$ cat config.mk
export PLATFORM = sky130hd
export DESIGN_NAME = gdw_ctrl
export DESIGN_NICKNAME = d
export VERILOG_FILES = /design/src/gdw_pkg.sv /design/src/gdw_ctrl.sv
export SDC_FILE = /design/constraint.sdc
export NUM_CORES = 1
export LEC_CHECK = 0
export ABC_AREA = 1
export BUFFER_PORTS_ARGS = -buffer_cell sky130_fd_sc_hd__buf_2
export CAP_MARGIN = 15
export CORE_MARGIN = 5
export CORE_UTILIZATION = 45
export DETAILED_ROUTE_END_ITERATION = 8
export MAX_ROUTING_LAYER = met4
export PLACE_DENSITY = 0.85
export RECOVER_POWER = 25
export SLEW_MARGIN = 20
export SYNTH_ARGS = -nofsm -noshare
export SYNTH_HDL_FRONTEND = slang
export SYNTH_SLANG_ARGS = --single-unit
export TNS_END_PERCENT = 5
$ cat constraint.sdc
create_clock -name clk -period 1.2 [get_ports clk]
set_input_delay 0.12 -clock clk [delete_from_list [all_inputs] [get_ports clk]]
set_output_delay 0.12 -clock clk [all_outputs]
set_load 0.005 [all_outputs]
$ cat src/gdw_pkg.sv
`timescale 1ns / 1ps

package gdw_pkg;

    localparam int MAX_NODES_DEF = 64;
    localparam int NODE_W        = 7;
    localparam int CMD_W         = 2;

    // Command codes
    localparam logic [CMD_W-1:0] CMD_CLEAR = 2'd0;
    localparam logic [CMD_W-1:0] CMD_ADD   = 2'd1;
    localparam logic [CMD_W-1:0] CMD_DFS   = 2'd2;
    localparam logic [CMD_W-1:0] CMD_BFS   = 2'd3;

    // Adjacency read address source
    typedef enum logic [1:0] {
        ADJ_A   = 2'd0,
        ADJ_B   = 2'd1,
        ADJ_CUR = 2'd2,
        ADJ_WMQ = 2'd3
    } adj_sel_t;

    typedef struct packed {
        logic     load;        // latch endpoints and walk kind
        logic     clear_graph;
        logic     walk_start;
        logic     start_emit;  // depth-first: start node goes out at once
        logic     adj_rd;
        adj_sel_t adj_sel;
        logic     adj_wr;
        logic     adj_wr_b;    // write row of node_b instead of node_a
        logic     d_push;
        logic     d_pop;
        logic     d_top_load;
        logic     q_rd_head;
        logic     b_cur_load;
        logic     b_row_load;
        logic     b_enq;
        logic     b_emit;
        logic     flush;
    } gdw_cmd_t;

    typedef struct packed {
        logic a_ok;
        logic b_ok;
        logic d_open_nz;
        logic b_open_nz;
        logic depth_one;
        logic b_done;
        logic emit_ok;
        logic out_free;
    } gdw_stat_t;

endpackage

$ cat src/gdw_ctrl.sv
`timescale 1ns / 1ps

module gdw_ctrl
(
    input  logic                      clk,
    input  logic                      rst_n,
    input  logic                      in_valid,
    input  logic [gdw_pkg::CMD_W-1:0] command,
    input  gdw_pkg::gdw_stat_t        stat,
    output gdw_pkg::gdw_cmd_t         cmd,
    output logic                      in_stall
);
    import gdw_pkg::*;

    typedef enum logic [12:0] {
        ST_IDLE    = 13'b0000000000001,
        ST_E_RDA   = 13'b0000000000010,
        ST_E_WRA   = 13'b0000000000100,
        ST_E_RDB   = 13'b0000000001000,
        ST_E_WRB   = 13'b0000000010000,
        ST_D_READ  = 13'b0000000100000,
        ST_D_SCAN  = 13'b0000001000000,
        ST_D_POP   = 13'b0000010000000,
        ST_B_FETCH = 13'b0000100000000,
        ST_B_CUR   = 13'b0001000000000,
        ST_B_ROW   = 13'b0010000000000,
        ST_B_ENQ   = 13'b0100000000000,
        ST_FLUSH   = 13'b1000000000000
    } state_t;

    state_t state_reg;
    state_t state_next;
    logic   accept;

    assign in_stall = (state_reg != ST_IDLE);
    assign accept   = in_valid && (state_reg == ST_IDLE);

    always_comb
    begin
        state_next  = state_reg;
        cmd         = '0;
        cmd.adj_sel = ADJ_A;
        case (state_reg)
            ST_IDLE:
            begin
                if (accept)
                begin
                    cmd.load = 1'b1;
                    case (command)
                        CMD_CLEAR:
                        begin
                            cmd.clear_graph = 1'b1;
                        end
                        CMD_ADD:
                        begin
                            if (stat.a_ok && stat.b_ok)
                            begin
                                state_next = ST_E_RDA;
                            end
                        end
                        CMD_DFS:
                        begin
                            if (stat.a_ok)
                            begin
                                cmd.walk_start = 1'b1;
                                cmd.start_emit = 1'b1;
                                state_next     = ST_D_READ;
                            end
                        end
                        CMD_BFS:
                        begin
                            if (stat.a_ok)
                            begin
                                cmd.walk_start = 1'b1;
                                state_next     = ST_B_FETCH;
                            end
                        end
                        default:
                        begin
                            state_next = ST_IDLE;
                        end
                    endcase
                end
            end
            ST_E_RDA:
            begin
                cmd.adj_rd  = 1'b1;
                cmd.adj_sel = ADJ_A;
                state_next  = ST_E_WRA;
            end
            ST_E_WRA:
            begin
                cmd.adj_wr = 1'b1;
                state_next = ST_E_RDB;
            end
            ST_E_RDB:
            begin
                cmd.adj_rd  = 1'b1;
                cmd.adj_sel = ADJ_B;
                state_next  = ST_E_WRB;
            end
            ST_E_WRB:
            begin
                cmd.adj_wr   = 1'b1;
                cmd.adj_wr_b = 1'b1;
                state_next   = ST_IDLE;
            end
            ST_D_READ:
            begin
                cmd.adj_rd  = 1'b1;
                cmd.adj_sel = ADJ_CUR;
                state_next  = ST_D_SCAN;
            end
            ST_D_SCAN:
            begin
                if (stat.d_open_nz)
                begin
                    // push waits for room in the emit path
                    if (stat.emit_ok)
                    begin
                        cmd.d_push = 1'b1;
                        state_next = ST_D_READ;
                    end
                end
                else if (stat.depth_one)
                begin
                    state_next = ST_FLUSH;
                end
                else
                begin
                    cmd.d_pop  = 1'b1;
                    state_next = ST_D_POP;
                end
            end
            ST_D_POP:
            begin
                cmd.d_top_load = 1'b1;
                state_next     = ST_D_READ;
            end
            ST_B_FETCH:
            begin
                cmd.q_rd_head = 1'b1;
                state_next    = ST_B_CUR;
            end
            ST_B_CUR:
            begin
                cmd.b_cur_load = 1'b1;
                cmd.adj_rd     = 1'b1;
                cmd.adj_sel    = ADJ_WMQ;
                state_next     = ST_B_ROW;
            end
            ST_B_ROW:
            begin
                cmd.b_row_load = 1'b1;
                state_next     = ST_B_ENQ;
            end
            ST_B_ENQ:
            begin
                if (stat.b_open_nz)
                begin
                    cmd.b_enq = 1'b1;
                end
                else if (stat.emit_ok)
                begin
                    cmd.b_emit = 1'b1;
                    state_next = stat.b_done ? ST_FLUSH : ST_B_FETCH;
                end
            end
            ST_FLUSH:
            begin
                if (stat.out_free)
                begin
                    cmd.flush  = 1'b1;
                    state_next = ST_IDLE;
                end
            end
            default:
            begin
                state_next = ST_IDLE;
            end
        endcase
    end

    always_ff @(posedge clk or negedge rst_n)
    begin
        if (!rst_n)
        begin
            state_reg <= ST_IDLE;
        end
        else
        begin
            state_reg <= state_next;
        end
    end

endmodule

==> reports/summary.txt <==
max_cap viols = 0
final core utilization = 72.1%
HP Start = stat[5]
P&R area growth vs syn = 56.0%
register share of total power = 19.2%
Remaining DRCs = 0
clock buffer depth = 2
area fraction of the dominant cell type after synthesis = 29.9%
Max-slew headroom = 52.5%
R2R setup slack = -0.47 ns
count leader, synth = nand2_1
Leakage = 0.000982 µW
global-route usage over all layers = 21.9%
sw power = 1570 µW
CP cell instances = buf_6, nor2_4, buf_4, nand3_1, nor2_1, nand2_1, nand4_1, buf_2
outcome = finished with violations
Num CTS Buffers = 3
#FFs+latches synth = 13
Die W = 57.2 µm
Main synth FF type = dfrtp_1
final instance area = 1570 µm²
CP peak stage delay = 0.58 ns
PD cells = 2110 nW/µm²
clk root buf = clkbuf_4
DIE HEIGHT = 57.2 µm
Rows = 17
Largest register FFs = 13
CTS tree = done
Post-synth EDFFs = 0
Cells after Synth = 156
net count after synthesis = 169
Buffers on Ports = 31
# IOs = 32
final net count = 238
Final Hold Violating Endpoints = 0
Seq/Total Area, Yosys = 32.5%
Hold Path Depth = 2
Worst EP arrival = 1.61 ns
Setup crit start kind = flip-flop
Synth top cells by count = 40 x nand2_1, 31 x inv_1, 29 x nor2_1
Core Box Area = 2170 µm²
fin crit share = 144%
dpl hpwl = 2320 µm
highest-delay cell along the critical path = dfstp_2
clock-pin slew on the worst setup and hold paths = 0.08 ns
unrepaired setup endpoints after global routing = yes
initial antenna violation count = 0
Area after DPL = 1380 µm²
Switching Fraction = 47.5%
RePlAce Congestion = 0.926
diode count = 0
min setup slack post-route = -0.525 ns
Clk pwr share = 8.5%
Layout Skew = 0.00192 ns
Starting DRT DRC Count = 44
Final Power = 3310 µW
critical path capture point type = primary output
mapped cell area = 1000 µm²
Most Crowded Layer GR = met2
total congestion overflow = 0
vias = 1246
met2 Resource Use GR = 38.5%
drt wl/cell = 12.5 µm
final worst path period need = 1.73 ns
top cells by area, synth = dfrtp_1 30%, nand2_1 15%, inv_1 12%
drt first pass iters = 5
hold path endpoint = state_reg[7]$_DFFE_PN0P_
number of global-route vias before repair = 1272
CP Data Required Time = 1.08 ns
path depth of the worst reg2reg path = 12
CP Class = flip-flop to primary output
failing checks = setup timing
actual slew at the worst max-slew pin = 0.713 ns
max-slew violations = 0
Sink Count = 13
Initial Utilization = 46.3%
pin count of the biggest net entering global routing = 14
worst-path maximum fanout = 4
Unique masters post-synth = 19
GR Layer Usage met3 = 4.52%
fmax = 580 MHz
Yosys warnings = 0
Critical R2R Capture = state_reg[0]$_DFFE_PN1P_
worst r2r src = state_reg[0]$_DFFE_PN1P_
Gate power share = 72.3%
HP Class = input port to flip-flop
H-tree depth = 1
first-pass GRT wire length = 5440 µm
Peak VDD IR = 1.46 mV
M1 GR Usage = 22.8%
Routed WL = 3160 µm
area leader, netlist = dfrtp_1
Worst-Skew Late Latency = 0.28 ns
final setup fails = 30
filler cell count = 182
Die ar. = 3270 µm²
vias per std cell = 4.94
Internal Dissipation = 1730 µW
layout cells sized above 1 = 44.2%
dpl ws = -0.362 ns
ys async rst share = 100%
Final ANT Viol Nets = 0
Post-Syn Area per Cell = 6.43 µm²
-- how the worst max path moves through the flow --
stage | start | to | slack [ns] | cells after the start
detailed placement | state_reg[0]$_DFFE_PN1P_ | state_reg[0]$_DFFE_PN1P_ | -0.36 | 10
CTS | state_reg[0]$_DFFE_PN1P_ | cmd[16] | -0.57 | 7
finish | state_reg[0]$_DFFE_PN1P_ | cmd[13] | -0.53 | 8
global placement | state_reg[0]$_DFFE_PN1P_ | state_reg[0]$_DFFE_PN1P_ | -0.29 | 10
global route | state_reg[8]$_DFFE_PN0P_ | cmd[7] | -0.61 | 7
floorplan | state_reg[0]$_DFFE_PN1P_ | state_reg[0]$_DFFE_PN1P_ | -0.15 | 10
-- repair_timing --
| action | in CTS | in global routing |
|---|---|---|
| hold buffers | 1 | 0 |
| setup endpoints to repair | 31 | 32 |
| setup buffers | 6 | 2 |
| endpoints found under the hold margin | 13 | 0 |
| pin swaps | 8 | 7 |
| resized for setup | 17 | 7 |
-- critical path, delay by kind of cell (launching register included) --
kind          cells  cell delay, ns
flops             1            0.58
buf+inv           3            0.38
simple gates      5            0.35
-- placed cells by master, fill, tap and decap left out --
cell	Yosys	layout
nor2_1	29	27
nor2_2	7	4
clkbuf_4	0	3
buf_2	0	30
clkbuf_1	0	2
nor3_2	0	5
dfrtp_1	12	12
nand2_2	0	6
nand3_4	0	1
inv_1	31	30
inv_2	0	1
dlygate4sd3_1	0	1
buf_6	1	1
nand2_4	3	3
nand3_2	1	2
nand3b_1	1	1
nand4_4	0	1
dfstp_2	1	1
nor2_4	3	8
nor3_1	7	2
nor2_8	1	1
nand3_1	13	11
o22ai_1	1	1
buf_4	0	32
o21ai_1	1	2
nand4_1	2	2
nand2_1	40	34
-- stage by stage --
step	setup TNS, ns	hold WS [ns]	instances
finish	-12.66	0.0191	252
global route	-15.43	0.0226	252
CTS	-12.79	0.0273	250
detailed placement	-6.59	0.0224	239
global placement	-5.05	0.0208	239
floorplan	-1.28	-0.176	156
-- area by class of cell --
cell class	instances	area [µm²]	share of cell area, %
tap	28	35.0	2.24
inverter	31	116	7.43
clock buffer	4	26.3	1.68
timing repair buffer	65	415	26.5
sequential	13	327	20.9
multi-input combinational	111	646	41.2
-- power groups by stage --
stage | logic [µW] | registers, µW | clock network [µW]
global placement | 1840 | 621 | 0
floorplan | 1220 | 617 | 0
CTS | 2230 | 617 | 274
global route | 2640 | 645 | 299
detailed placement | 1890 | 629 | 0
finish | 2390 | 635 | 280
-- metal layers --
metal	up-vias	part of all wire, %
met5	-	0
met4	0	3.1
met3	11	6.1
met2	51	53
met1	570	37
li1	614	-
-- logic make-up (layout without fill, tap and decap cells) --
kind of cell	count (synthesis)	count (layout)	share of synthesized area (%)
compound gates	3	3	1.62
buf+inv	32	100	12.7
flops	13	13	32.5
simple gates	108	108	53.1
Power figures use the tool's default switching activity.
